--- src/ist_pkg.sv ---
// Shared types and constants for the interrupt span tracker.
// Used by every module of the block; depends on nothing.
package ist_pkg;

  localparam int VECTOR_COUNT_DEF = 10;
  localparam int CPU_COUNT_DEF    = 64;
  localparam int QUEUE_DEPTH      = 2;

  localparam int CPU_W       = 6;
  localparam int VEC_IN_W    = 8;
  localparam int VEC_OUT_W   = 4;
  localparam int TS_W        = 64;
  localparam int IN_TDATA_W  = 80;
  localparam int IN_TUSER_W  = 1;
  localparam int OUT_TDATA_W = 208;

  localparam logic FUNC_ENTRY = 1'b0;
  localparam logic FUNC_EXIT  = 1'b1;

  // Decoded event as it travels from front to back (slot index rides beside it).
  typedef struct packed {
    logic [TS_W-1:0]      timestamp;
    logic [VEC_OUT_W-1:0] vec;
    logic [CPU_W-1:0]     cpu;
    logic                 func;
  } ist_event_t;

  // One table word per (processor, vector).
  typedef struct packed {
    logic [TS_W-1:0] unresolved;
    logic [TS_W-1:0] observed;
    logic [TS_W-1:0] start;
  } ist_entry_t;

  // Result item, first field in the highest bits (out_cpu in the lowest).
  typedef struct packed {
    logic [TS_W-1:0]      unresolved_total;
    logic [TS_W-1:0]      observed_total;
    logic [TS_W-1:0]      event_duration;
    logic [VEC_OUT_W-1:0] out_vector;
    logic [CPU_W-1:0]     out_cpu;
  } ist_result_t;

  localparam int RESULT_W = $bits(ist_result_t);

  function automatic int slot_width(input int slots);
    return (slots > 1) ? $clog2(slots) : 1;
  endfunction

endpackage

--- src/ist_queue.sv ---
// Short FIFO between front and back.
// Depends on ist_pkg for its default depth.
module ist_queue
  import ist_pkg::*;
#(
  parameter int WIDTH = 8,
  parameter int DEPTH = QUEUE_DEPTH
) (
  input  logic             clk,
  input  logic             rst_n,
  input  logic             push,
  input  logic [WIDTH-1:0] push_data,
  output logic             full,
  input  logic             pop,
  output logic             valid,
  output logic [WIDTH-1:0] pop_data
);

  localparam int PTR_W = (DEPTH > 1) ? $clog2(DEPTH) : 1;
  localparam int CNT_W = $clog2(DEPTH + 1);

  logic [WIDTH-1:0] store_r [DEPTH];
  logic [PTR_W-1:0] wr_ptr_r, wr_ptr_nxt;
  logic [PTR_W-1:0] rd_ptr_r, rd_ptr_nxt;
  logic [CNT_W-1:0] count_r, count_nxt;

  assign full     = (count_r == CNT_W'(DEPTH));
  assign valid    = (count_r != '0);
  assign pop_data = store_r[rd_ptr_r];

  always_comb begin
    wr_ptr_nxt = wr_ptr_r;
    rd_ptr_nxt = rd_ptr_r;
    count_nxt  = count_r;
    if (push) begin
      wr_ptr_nxt = (wr_ptr_r == PTR_W'(DEPTH - 1)) ? '0 : wr_ptr_r + 1'b1;
    end
    if (pop) begin
      rd_ptr_nxt = (rd_ptr_r == PTR_W'(DEPTH - 1)) ? '0 : rd_ptr_r + 1'b1;
    end
    if (push && !pop) begin
      count_nxt = count_r + 1'b1;
    end else if (pop && !push) begin
      count_nxt = count_r - 1'b1;
    end
  end

  always_ff @(posedge clk) begin
    if (!rst_n) begin
      wr_ptr_r <= '0;
      rd_ptr_r <= '0;
      count_r  <= '0;
    end else begin
      wr_ptr_r <= wr_ptr_nxt;
      rd_ptr_r <= rd_ptr_nxt;
      count_r  <= count_nxt;
    end
  end

  always_ff @(posedge clk) begin
    if (push) begin
      store_r[wr_ptr_r] <= push_data;
    end
  end

endmodule

--- config.mk ---
export PLATFORM = sky130hd
export DESIGN_NAME = ist_queue
export DESIGN_NICKNAME = d
export VERILOG_FILES = /design/src/ist_pkg.sv /design/src/ist_queue.sv
export SDC_FILE = /design/constraint.sdc
export NUM_CORES = 1
export LEC_CHECK = 0
export ABC_AREA = 1
export BUFFER_PORTS_ARGS = -buffer_cell sky130_fd_sc_hd__buf_2
export CORE_MARGIN = 2
export CORE_UTILIZATION = 53
export DETAILED_ROUTE_END_ITERATION = 12
export PLACE_DENSITY = 0.8
export SETUP_SLACK_MARGIN = 0.4
export SLEW_MARGIN = 15
export SYNTH_ARGS = -nofsm -noshare
export SYNTH_HDL_FRONTEND = slang
export SYNTH_SLANG_ARGS = --single-unit
export TNS_END_PERCENT = 1
--- constraint.sdc ---
create_clock -name clk -period 2.5 [get_ports clk]
set_input_delay 0.125 -clock clk [delete_from_list [all_inputs] [get_ports clk]]
set_output_delay 0.125 -clock clk [all_outputs]
set_load 0.01 [all_outputs]
==> impl_metrics.json <==
{
  "drv_cap": 0,
  "synth_cell_types": 14,
  "yosys_warnings": 0,
  "synthCells": 60,
  "worst_ep_required_time_ns": 2.38,
  "postRouteWirelength_um": 1210,
  "crit_fanout": 8,
  "outcome": "finished, final reports clean",
  "grt_max_degree": 12,
  "overflow": 0,
  "synthTopCellsByArea": "edfxtp_1 (57%), mux2_4 (14%), dfxtp_1 (12%)",
  "tightest_slew_ns": 0.669,
  "ys_seq_area_share_pct": 68.9,
  "clock_skew_ns": 0.00661,
  "fp-row-count": 14,
  "wire_per_inst_um": 12.1,
  "setup_viol": 0,
  "syn2layout_area_growth_pct": 16.6,
  "fp.coreArea_um2": 1510,
  "insertion_delay_ns": 0.29,
  "cp_data_arrival_time_ns": 1.41,
  "p_leak_nw": 0.447,
  "cts-root-buf": "clkbuf_4",
  "grt_usage_pct": 13.7,
  "timing.hold.ws_ns": 0.0182,
  "fin_area_um2": 982,
  "post-place-ws_ns": 1.26,
  "drcViolationCount": 0,
  "fin_tns_setup_ns": 0,
  "syn_area_per_cell_um2": 14.0,
  "antenna_found_initial": 0,
  "relSlewSlack_pct": 55.2,
  "synth_top_area_share_pct": 57.1,
  "rr_startpoint": "wr_ptr_r",
  "critPathKind": "reg -> out",
  "num_vias": 500,
  "cp-start-kind": "register",
  "initial_utilization_pct": 55.9,
  "synth-seq-cells": 21,
  "critPathCapture": "pop_data[3]",
  "dr.pass1.iters": 4,
  "drv_slew": 0,
  "ios": 22,
  "hold_class": "in -> reg",
  "grt_pass1_wl_um": 1840,
  "dieArea_um2": 1920,
  "drtIter0Drc": 9,
  "r2r_setup_slack_ns": 1.28,
  "cts_htree_levels": 1,
  "hpwlAfterDp_um": 937,
  "cts.repair.resized": 0,
  "placed_area_um2": 956,
  "rsz0062_at_grt": "false",
  "gp_congestion": 0.732,
  "syn_area_um2": 842,
  "drive_gt1_share_pct": 40.5,
  "die_x_um": 43.9,
  "holdCritStartpoint": "push_data[0]",
  "cts_tree": "done",
  "ant_nets": 0,
  "finalCriticalPeriod_ns": 1.54,
  "fin_crit_sh_pct": 61.5,
  "grt_pass1_vias": 473,
  "cts_hold_buf": 0,
  "vdd_drop_max_v": 0.000353,
  "r2r-end": "store_r[0][7]",
  "fin_ws_ns": 0.964,
  "hold_viol_final": 0,
  "cts_buffers": 3,
  "portBuffers": 21,
  "clkTransAtPathRegs_ns": 0.11,
  "clock_path_buffers": 2,
  "r2r_cells": 1,
  "via_per_inst": 5.00,
  "postCtsSetupRepairBufs": 0,
  "timing.fmax_ghz": 0.651,
  "power_density_nw_per_um2": 665,
  "whs_path_depth": 1,
  "cts.sinks": 21,
  "yosysTopAreaCell": "edfxtp_1",
  "crit_path_end_kind": "output pin",
  "die_h_um": 43.9,
  "diodes": 0,
  "layout.nets": 98,
  "syn-num-nets": 73
}
[metal layers]
| layer | wire length (um) | track usage, % | share of wire (%) |
|---|---|---|---|
| met4 | 10 | 7.27 | 0.83 |
| met3 | 64 | 3.75 | 5.3 |
| met1 | 474 | 12.6 | 39 |
| met5 | 0 | 0 | 0 |
| met2 | 662 | 26.5 | 55 |
[worst max-delay path: stages, from the launching register on]
cell	delay [ns]
dfxtp_1	0.64
mux2_4	0.34
buf_2	0.14
[area by class of cell]
class | instances | area, um2
Tap cell | 16 | 20.0
Clock buffer | 4 | 26.3
Timing Repair Buffer | 21 | 105
Fill cell | 128 | 524
Sequential cell | 21 | 581
Multi-Input combinational cell | 30 | 220
Inverter | 8 | 30.0
[where the power goes]
| group | internal [mW] | switching (mW) | leakage, nW | total, mW |
|---|---|---|---|---|
| Sequential | 0.398 | 0.0124 | 0.192 | 0.411 |
| Clock | 0.0620 | 0.0923 | 0.0150 | 0.154 |
| Combinational | 0.0449 | 0.0435 | 0.240 | 0.0884 |
| Total | 0.505 | 0.148 | 0.447 | 0.653 |
[kinds of logic (layout without fill, tap and decap cells)]
group | Yosys count | after routing | synth area share (%)
flops | 21 | 21 | 68.9
simple gates | 19 | 19 | 9.21
buf+inv | 9 | 33 | 4.90
mux | 8 | 8 | 14.3
compound gates | 2 | 2 | 1.19
fa+ha+maj | 1 | 1 | 1.49
[Yosys cell counts, drive strengths merged]
cell type,instances
nand2,9
nand4,1
dfxtp,5
nor2,8
inv,8
buf,1
edfxtp,16
nand3,1
mux2,8
o21ai,1
ha,1
a21oi,1
[sequential cells by signal, summed over array words and instances, names as in the netlist, named ones only]
name	count
store_r	16
count_r	2
rd_ptr_r	1
wr_ptr_r	1
[stage by stage]
step	power [mW]	std cells	util [%]
after floorplan	0.475	60	-
after global placement	0.503	96	63.5
after detailed placement	0.509	96	63.5
after CTS	0.660	100	65.2
after global routing	0.684	100	65.2
final	0.653	100	65.2
[cells in the final DEF, fill, tap and decap left out]
cell | synthesis | final
nand3_1 | 1 | 1
buf_2 | 0 | 21
a21oi_1 | 1 | 1
edfxtp_1 | 16 | 16
mux2_4 | 8 | 8
nor2_1 | 8 | 8
inv_1 | 7 | 7
nand2_1 | 8 | 8
dfxtp_1 | 5 | 5
o21ai_0 | 1 | 1
clkbuf_4 | 0 | 3
inv_2 | 1 | 1
clkbuf_1 | 0 | 1
nand2_2 | 1 | 1
nand4_1 | 1 | 1
ha_1 | 1 | 1
[how the worst min path moves through the flow]
stage                         end
floorplan           store_r[0][0]
global placement    store_r[1][7]
detailed placement  store_r[0][4]
CTS                 store_r[0][4]
global route        store_r[0][3]
finish              store_r[0][0]
No activity file was read; power rests on OpenSTA's default activity.
