**src/ist_pkg.sv**
```systemverilog
// Shared types and constants for the interrupt span tracker.
// Used by every module of the block; depends on nothing.
package ist_pkg;

  localparam int VECTOR_COUNT_DEF = 10;
  localparam int CPU_COUNT_DEF    = 64;
  localparam int QUEUE_DEPTH      = 2;

  localparam int CPU_W       = 6;
  localparam int VEC_IN_W    = 8;
  localparam int VEC_OUT_W   = 4;
  localparam int TS_W        = 64;
  localparam int IN_TDATA_W  = 80;
  localparam int IN_TUSER_W  = 1;
  localparam int OUT_TDATA_W = 208;

  localparam logic FUNC_ENTRY = 1'b0;
  localparam logic FUNC_EXIT  = 1'b1;

  // Decoded event as it travels from front to back (slot index rides beside it).
  typedef struct packed {
    logic [TS_W-1:0]      timestamp;
    logic [VEC_OUT_W-1:0] vec;
    logic [CPU_W-1:0]     cpu;
    logic                 func;
  } ist_event_t;

  // One table word per (processor, vector).
  typedef struct packed {
    logic [TS_W-1:0] unresolved;
    logic [TS_W-1:0] observed;
    logic [TS_W-1:0] start;
  } ist_entry_t;

  // Result item, first field in the highest bits (out_cpu in the lowest).
  typedef struct packed {
    logic [TS_W-1:0]      unresolved_total;
    logic [TS_W-1:0]      observed_total;
    logic [TS_W-1:0]      event_duration;
    logic [VEC_OUT_W-1:0] out_vector;
    logic [CPU_W-1:0]     out_cpu;
  } ist_result_t;

  localparam int RESULT_W = $bits(ist_result_t);

  function automatic int slot_width(input int slots);
    return (slots > 1) ? $clog2(slots) : 1;
  endfunction

endpackage

```
**src/ist_front.sv**
```systemverilog
// Front end: takes input items, drops out-of-range ones, computes the table slot.
// Depends on ist_pkg.
module ist_front
  import ist_pkg::*;
#(
  parameter int VECTOR_COUNT = VECTOR_COUNT_DEF,
  parameter int CPU_COUNT    = CPU_COUNT_DEF,
  parameter int SLOT_W       = slot_width(VECTOR_COUNT * CPU_COUNT)
) (
  input  logic                  in_tvalid,
  output logic                  in_tready,
  input  logic [IN_TDATA_W-1:0] in_tdata,
  input  logic [IN_TUSER_W-1:0] in_tuser,
  input  logic                  clearing,
  input  logic                  q_full,
  output logic                  q_push,
  output ist_event_t            q_event,
  output logic [SLOT_W-1:0]     q_slot
);

  logic [CPU_W-1:0]    cpu;
  logic [VEC_IN_W-1:0] vec;
  logic [TS_W-1:0]     ts;
  logic                in_range;

  assign cpu = in_tdata[CPU_W-1:0];
  assign vec = in_tdata[CPU_W +: VEC_IN_W];
  assign ts  = in_tdata[CPU_W+VEC_IN_W +: TS_W];

  assign in_range  = (32'(vec) < VECTOR_COUNT) && (32'(cpu) < CPU_COUNT);
  assign in_tready = !q_full && !clearing;
  assign q_push    = in_tvalid && in_tready && in_range;

  assign q_event.timestamp = ts;
  assign q_event.vec       = vec[VEC_OUT_W-1:0];
  assign q_event.cpu       = cpu;
  assign q_event.func      = in_tuser[0];
  assign q_slot            = SLOT_W'(32'(cpu) * VECTOR_COUNT + 32'(vec));

endmodule

```
**config.mk**
```make
export PLATFORM = sky130hd
export DESIGN_NAME = ist_front
export DESIGN_NICKNAME = d
export VERILOG_FILES = /design/src/ist_pkg.sv /design/src/ist_front.sv
export SDC_FILE = /design/constraint.sdc
export NUM_CORES = 1
export LEC_CHECK = 0
export BUFFER_PORTS_ARGS = -buffer_cell sky130_fd_sc_hd__buf_2
export CAP_MARGIN = 15
export CORE_AREA = 2 2 67 69
export DETAILED_ROUTE_END_ITERATION = 8
export DIE_AREA = 0 0 69 71
export GPL_TIMING_DRIVEN = 0
export PLACE_DENSITY_LB_ADDON = 0.08
export SLEW_MARGIN = 20
export SYNTH_ARGS = -nofsm -noshare
export SYNTH_HDL_FRONTEND = slang
export SYNTH_SLANG_ARGS = --single-unit
```
**constraint.sdc**
```tcl
create_clock -name vclk -period 2.2
set_input_delay 0.11 -clock vclk [all_inputs]
set_output_delay 0.11 -clock vclk [all_outputs]
set_load 0.05 [all_outputs]
```
==> impl_metrics.toml, run 1 <==
[sta]
tns_ps = -697
fmax_ghz = 0.409
fin_crit_ps = 2450
finalMaxSlewViolations = 0
tightest_slew_ps = 575
slew_headroom = 0.612
hold_viol_final = 0
rsz0062_at_grt = "yes"
setup_viol = 4
period_share = 1.11
whs_ps = 522
fin_ws_ps = -247

[floorplanning]
die_area_um2 = 4900
initial_core_util = 0.257
fp-row-count = 24
die_width_um = 69
io_pins = 171
die_y_um = 71
core_area_um2 = 4200

[placement]
globalplace.congestion = 0.693
placed_area_um2 = 1790
hpwl_mm = 2.83
pre_cts_ws_ps = -541
io_buffers = 103
placed_cells = 289

[power_and_ir_drop]
p_per_area_nw_per_um2 = 599
power.switching_mw = 0.728
power_frac_seq = 0
swShare = 0.620
finalPower_mw = 1.18
internal-power_mw = 0.447
power_frac_comb = 1.000
share_clk_of_total_power = 0
p_leak_nw = 1.10
ir_worst_vdd_mv = 0.200

[critical_path]
slowest_stage = "fa_2"
crit_chain = "buf_8 -> ha_4 -> ha_4 -> fa_2 -> ha_4 -> o21ai_2 -> nor2_2 -> or4_4 -> nand3_4 -> xor2_4 -> buf_6"
crit_type = "primary input to output pin"
start_kind = "primary input"
max_stage_delay_ps = 550
cp-startpoint = "in_tdata[3]"
crit_fanout = 5
worst_ep_arrival_time_ps = 2340
critical_path_required_ps = 2090
endpoint_kind = "output pin"
cpMostUsedCell = "ha_4"

[synthesis]
muxShareOfSynthArea = 0
syn_avg_cell_area_um2 = 8.08
synth_compound_area_frac = 0.102
synth-simple-area-share = 0.0728
synth_area_leaders = "buf_4 53%, ha_1 18%, xnor2_1 4.0%"
synth_top_family_by_area = "buffers and inverters"
synth_cell_types = 24
synthesis.nets = 236
yosysTopAreaCell = "buf_4"
ys_warn_count = 0
synth-adder-area-share = 0.222
synthXorXnorAreaFrac = 0.0728
syn_area_um2 = 1080
netlist_instances = 134
synth_top_area_share = 0.527
yosysSeqAreaShare = 0

[layout]
nNetsFinal = 344
fin_area_um2 = 1960
n_fill_cell = 431
area_growth_pct = 81.2
fin_cells = 292
final_cell_mix = "95 x buf_2, 80 x buf_4, 8 x ha_1, 7 x ha_4, 4 x buf_6"
nFlopsAndLatches = 0
diodes = 0
final_common_cell = "buf_2"
regArea_um2 = 0
finish.utilization = 0.466
clockBufferCount = 0
layout-drive-gt1-share = 0.875

[routing]
drt_wl_total_mm = 3.06
route.detailed.drc = 0
drtIter0Drc = 6
antenna_violating_nets_post_route = 0
routedWlPerCell_um = 10.5
dr_total_vias = 1158
viasPerCell = 3.97
first_pass_iters = 4

[flow_run]
cap_violations = 0

[status]
outcome = "complete, but fails checks"
violations = "setup timing"

[clocking]
cts_hold_buf = 0

[global_route]
globalRouteTotalUtil = 0.106
antenna_found_initial = 0
grt.overflow.total = 0
grt_pass1_vias = 1061
grt_pass1_wl_mm = 4.46
grt_max_degree = 6

[worst_hold_path]
hold_class = "primary input to output pin"
hold_start = "in_tdata[39]"
[final cells by class]
type	count	area [um^2]	area share
timing repair buffer	106	596	0.304
tap	52	65.1	0.0332
inverter	1	3.75	0.00191
buffer	76	571	0.291
multi-input combinational	57	726	0.370
[power by group through the flow]
stage          combinational (mW)  clock (mW)  sequential [mW]
4_1_cts                      1.11           0                0
5_1_grt                      1.23           0                0
3_3_place_gp                 1.02           0                0
3_5_place_dp                 1.02           0                0
2_1_floorplan               0.847           0                0
6_report                     1.18           0                0
[critical path, delay by kind of cell]
kind                       cells  cell delay, ps
and+or+nand+nor                3             580
AOI/OAI and AO/OA              1              60
buffers and inverters          2             270
xor gates and xnor gates       1             140
adders and majority gates      4            1170
[per-layer routing]
layer  up-vias  part of all wire  global-route usage
met5         -                 0                   0
met4         0                 0                   0
met3         0              0.11              0.0114
met2        85              0.57               0.230
met1       491              0.32               0.114
li1        582                 -                   -
[cell usage after synthesis, drive strengths merged]
cell type / count
fa: 2
o21bai: 1
and4b: 1
nor2: 5
a211oi: 2
nor4b: 1
a21oi: 3
nand2: 1
nand3: 3
o21ai: 4
buf: 76
nand2b: 1
xnor2: 5
or4: 1
inv: 1
o21a: 1
o41ai: 1
and2b: 1
ha: 16
xor2: 4
a21o: 3
o211ai: 1
[worst paths after layout]
check  cells past startpoint           to
min                        2  q_event[36]
max                       11    q_slot[9]
[timing repair]
action                     in CTS  in global routing
setup endpoints to repair       4                  5
pin swaps                      12                 11
resized for setup              21                 14
hold endpoints to repair        0                  0
gates cloned                    0                  0
buffers inserted                2                  2
[logic make-up (layout without fill, tap and decap cells)]
kind of cell / Yosys count / in the layout
buf+inv: 77 / 183
fa+ha+maj: 18 / 18
compound gates: 16 / 16
simple gates: 14 / 14
xor+xnor: 9 / 9
(Power assumes the default switching activity.)
==> run 2: changes to the inputs <==
==> constraint.sdc (replaced) <==
create_clock -name vclk -period 2.2
set_input_delay 0.33 -clock vclk [all_inputs]
set_output_delay 0.33 -clock vclk [all_outputs]
set_load 0.05 [all_outputs]
==> impl_metrics.toml, run 2 (synthesis results as in run 1) <==
[status]
outcome = "complete, but fails checks"
violations = "setup timing"

[critical_path]
crit_type = "primary input to output pin"
crit_chain = "buf_8 -> ha_4 -> ha_4 -> fa_2 -> ha_4 -> o21ai_2 -> nor2_2 -> or4_4 -> nand3_4 -> xor2_4 -> buf_6"
worst_ep_arrival_time_ps = 2560
crit_buf_inv = 2
endpoint_kind = "output pin"
slowest_stage = "fa_2"
max_stage_delay_ps = 550
crit_fanout = 5
cpMostUsedCell = "ha_4"
crit_family = "adder cells"
critical_path_required_ps = 1870
start_kind = "primary input"

[sta]
tightest_slew_ps = 595
setup_viol = 5
hold_viol_final = 0
finalMaxSlewViolations = 0
rsz0062_at_grt = "yes"
fin_ws_ps = -692
period_share = 1.31
slew_headroom = 0.599
fmax_ghz = 0.346
fin_crit_ps = 2890
tns_ps = -2870

[routing]
routedWlPerCell_um = 10.5
dr_total_vias = 1169
antenna_violating_nets_post_route = 0
drt_wl_total_mm = 3.12
route.detailed.drc = 0
drtIter0Drc = 7
first_pass_iters = 3
viasPerCell = 3.95

[layout]
clockBufferCount = 0
fin_cells = 296
final_common_cell = "buf_2"
diodes = 0
nNetsFinal = 348
nFlopsAndLatches = 0
n_fill_cell = 430
layout-drive-gt1-share = 0.889
regArea_um2 = 0
area_growth_pct = 88.7
final_cell_mix = "93 x buf_2, 82 x buf_4, 8 x ha_4, 7 x buf_6, 6 x ha_1"

[floorplanning]
initial_core_util = 0.257
fp-row-count = 24
die_width_um = 69
io_pins = 171
core_area_um2 = 4200
die_y_um = 71
die_area_um2 = 4900

[power_and_ir_drop]
share_clk_of_total_power = 0
ir_worst_vdd_mv = 0.192
internal-power_mw = 0.487
power_frac_comb = 1.000
p_per_area_nw_per_um2 = 601
swShare = 0.603
power.switching_mw = 0.741
power_frac_seq = 0
p_leak_nw = 1.13

[global_route]
grt_pass1_vias = 1060
met2_usage = 0.239
grt.overflow.total = 0
grt_max_degree = 6
met3_usage = 0.00997
grt.met1_usage = 0.121
grt_pass1_wl_mm = 4.69
globalRouteTotalUtil = 0.111
antenna_found_initial = 0
grt_busiest_layer = "met2"

[placement]
placed_cells = 289
io_buffers = 103
globalplace.congestion = 0.683
hpwl_mm = 2.85

[clocking]
cts_hold_buf = 0

[flow_run]
cap_violations = 0

[worst_hold_path]
hold_class = "primary input to output pin"
## run 2: worst paths after layout
| kind | startpoint | slack [ps] | cells after the start | to |
|---|---|---|---|---|
| max | in_tdata[1] | -690 | 11 | q_slot[9] |
| min | in_tdata[38] | 960 | 2 | q_event[35] |
## run 2: what timing repair did
action                                  4_1_cts  5_1_grt
gates cloned                                  0        0
endpoints found under the setup margin        5        6
setup buffers                                 5        2
endpoints found under the hold margin         0        0
gates resized for setup                      29       16
pin swaps                                    14       19
## run 2: power groups by stage
stage                     clock (mW)  sequential (mW)  combinational, mW
after global routing               0                0               1.29
final                              0                0               1.23
after global placement             0                0               1.02
after detailed placement           0                0               1.02
after floorplan                    0                0              0.847
after CTS                          0                0               1.17
## run 2: layout make-up
class                      instances  area [um^2]  area share
inverter                           1         3.75     0.00184
tap                               52         65.1      0.0319
timing repair buffer             110          642       0.314
buffer                            76          571       0.279
multi-input combinational         57          761       0.373
## run 2: routing by layer
| metal | wire, um | share of wire | up-vias |
|---|---|---|---|
| met1 | 989 | 0.32 | 497 |
| met5 | 0 | 0 | - |
| met2 | 1820 | 0.58 | 81 |
| met3 | 311 | 0.10 | 0 |
| met4 | 0 | 0 | 0 |
| li1 | - | - | 591 |
## run 2: per-stage QoR
step           power, mW  area (um^2)   util  worst slack [ps]  hold slack (ps)
3_5_place_dp        1.02         1790  0.425              -976              962
6_report            1.23         2040  0.486              -692              961
5_1_grt             1.29         2040  0.486              -739              964
2_1_floorplan      0.847         1210      -              -671              827
4_1_cts             1.17         1930  0.459              -699              962
3_3_place_gp        1.02         1790  0.425              -964              962
==> run 3: changes to the inputs <==
CORE_AREA = not set   (was 2 2 67 69)
CORE_ASPECT_RATIO = 1.25   (was not set)
CORE_MARGIN = 2   (was not set)
CORE_UTILIZATION = 27   (was not set)
DIE_AREA = not set   (was 0 0 69 71)
==> impl_metrics.toml, run 3 (synthesis results as in run 1) <==
[status]
outcome = "complete, but fails checks"
violations = "setup timing"

[sta]
slew_headroom = 0.613
tns_ps = -2810
rsz0062_at_grt = "yes"
hold_viol_final = 0
tightest_slew_ps = 575
finalMaxSlewViolations = 0
fin_ws_ps = -681
period_share = 1.31
fmax_ghz = 0.347
fin_crit_ps = 2880
setup_viol = 5

[layout]
fin_area_um2 = 1970
clockBufferCount = 0
final_cell_mix = "94 x buf_2, 80 x buf_4, 7 x ha_1, 6 x ha_4, 6 x buf_6"
area_growth_pct = 82.0
nNetsFinal = 345
diodes = 0
n_fill_cell = 382
regArea_um2 = 0
nFlopsAndLatches = 0
layout-drive-gt1-share = 0.871
final_common_cell = "buf_2"

[floorplanning]
die_area_um2 = 4530
initial_core_util = 0.284
die_width_um = 60.6
fp-row-count = 25
core_area_um2 = 3820
io_pins = 171
die_y_um = 74.8

[worst_hold_path]
min_path_cells = 2
hold_class = "primary input to output pin"
hold_start = "in_tdata[58]"

[placement]
io_buffers = 103
globalplace.congestion = 0.738
hpwl_mm = 2.90
pre_cts_ws_ps = -969
placed_area_um2 = 1790

[critical_path]
cpMostUsedCell = "ha_4"
crit_chain = "buf_8 -> ha_4 -> ha_4 -> fa_2 -> ha_4 -> o21ai_4 -> nor2_4 -> or4_4 -> nand3_4 -> xor2_4 -> buf_6"
start_kind = "primary input"
cp-startpoint = "in_tdata[3]"
crit_type = "primary input to output pin"
worstSetupPathDepth = 11
slowest_stage = "fa_2"
critical_path_required_ps = 1870
endpoint_kind = "output pin"
crit_buf_inv = 2
max_stage_delay_ps = 550
crit_family = "adder cells"
crit_fanout = 5
worst_ep_arrival_time_ps = 2550

[power_and_ir_drop]
p_per_area_nw_per_um2 = 601
p_leak_nw = 1.10
ir_worst_vdd_mv = 0.219

[routing]
dr_wl_met3_um = 321
antenna_violating_nets_post_route = 0
wl_met2_mm = 1.75
drtIter0Drc = 11
viasPerCell = 3.93
first_pass_iters = 2
route.detailed.drc = 0
dr.max_layer_used = "met3"
drt_wl_total_mm = 3.20
wirelength_met1_mm = 1.13
routedWlPerCell_um = 10.8
dr_total_vias = 1158

[global_route]
antenna_found_initial = 0
grt.overflow.total = 0
globalRouteTotalUtil = 0.120
grt_pass1_wl_mm = 4.30
grt_pass1_vias = 980
grt_max_degree = 6

[clocking]
cts_hold_buf = 0

[flow_run]
cap_violations = 0
## run 3: area by class of cell
cell class,instances,area (um^2),area share
multi-input combinational,57,722,0.367
inverter,1,3.75,0.00191
timing repair buffer,107,606,0.307
buffer,76,571,0.290
tap,54,67.6,0.0343
## run 3: timing repair
| item | in CTS | in global routing |
|---|---|---|
| pin swaps | 10 | 13 |
| buffers inserted | 3 | 1 |
| gates resized for setup | 29 | 9 |
| setup endpoints to repair | 5 | 6 |
## run 3: where the power goes
group          leakage, nW  total (mW)  internal (mW)  switching (mW)
combinational         1.10        1.18          0.451           0.732
clock                    0           0              0               0
sequential               0           0              0               0
## run 3: metal layers
metal / GRT usage / up-vias
li1: - / 585
met4: 0 / 0
met3: 0.00687 / 0
met2: 0.234 / 79
met1: 0.151 / 494
met5: 0 / -
## run 3: through the flow
step | util | hold WS [ps] | total power [mW] | instances
2_1_floorplan | - | 827 | 0.847 | 134
3_3_place_gp | 0.469 | 962 | 1.02 | 291
3_5_place_dp | 0.469 | 962 | 1.02 | 291
4_1_cts | 0.502 | 962 | 1.16 | 294
5_1_grt | 0.516 | 964 | 1.25 | 295
6_report | 0.516 | 962 | 1.18 | 295
## run 3: final timing paths
kind	end	slack [ps]
worst min-delay path	q_event[55]	960
worst max-delay path	q_slot[9]	-680
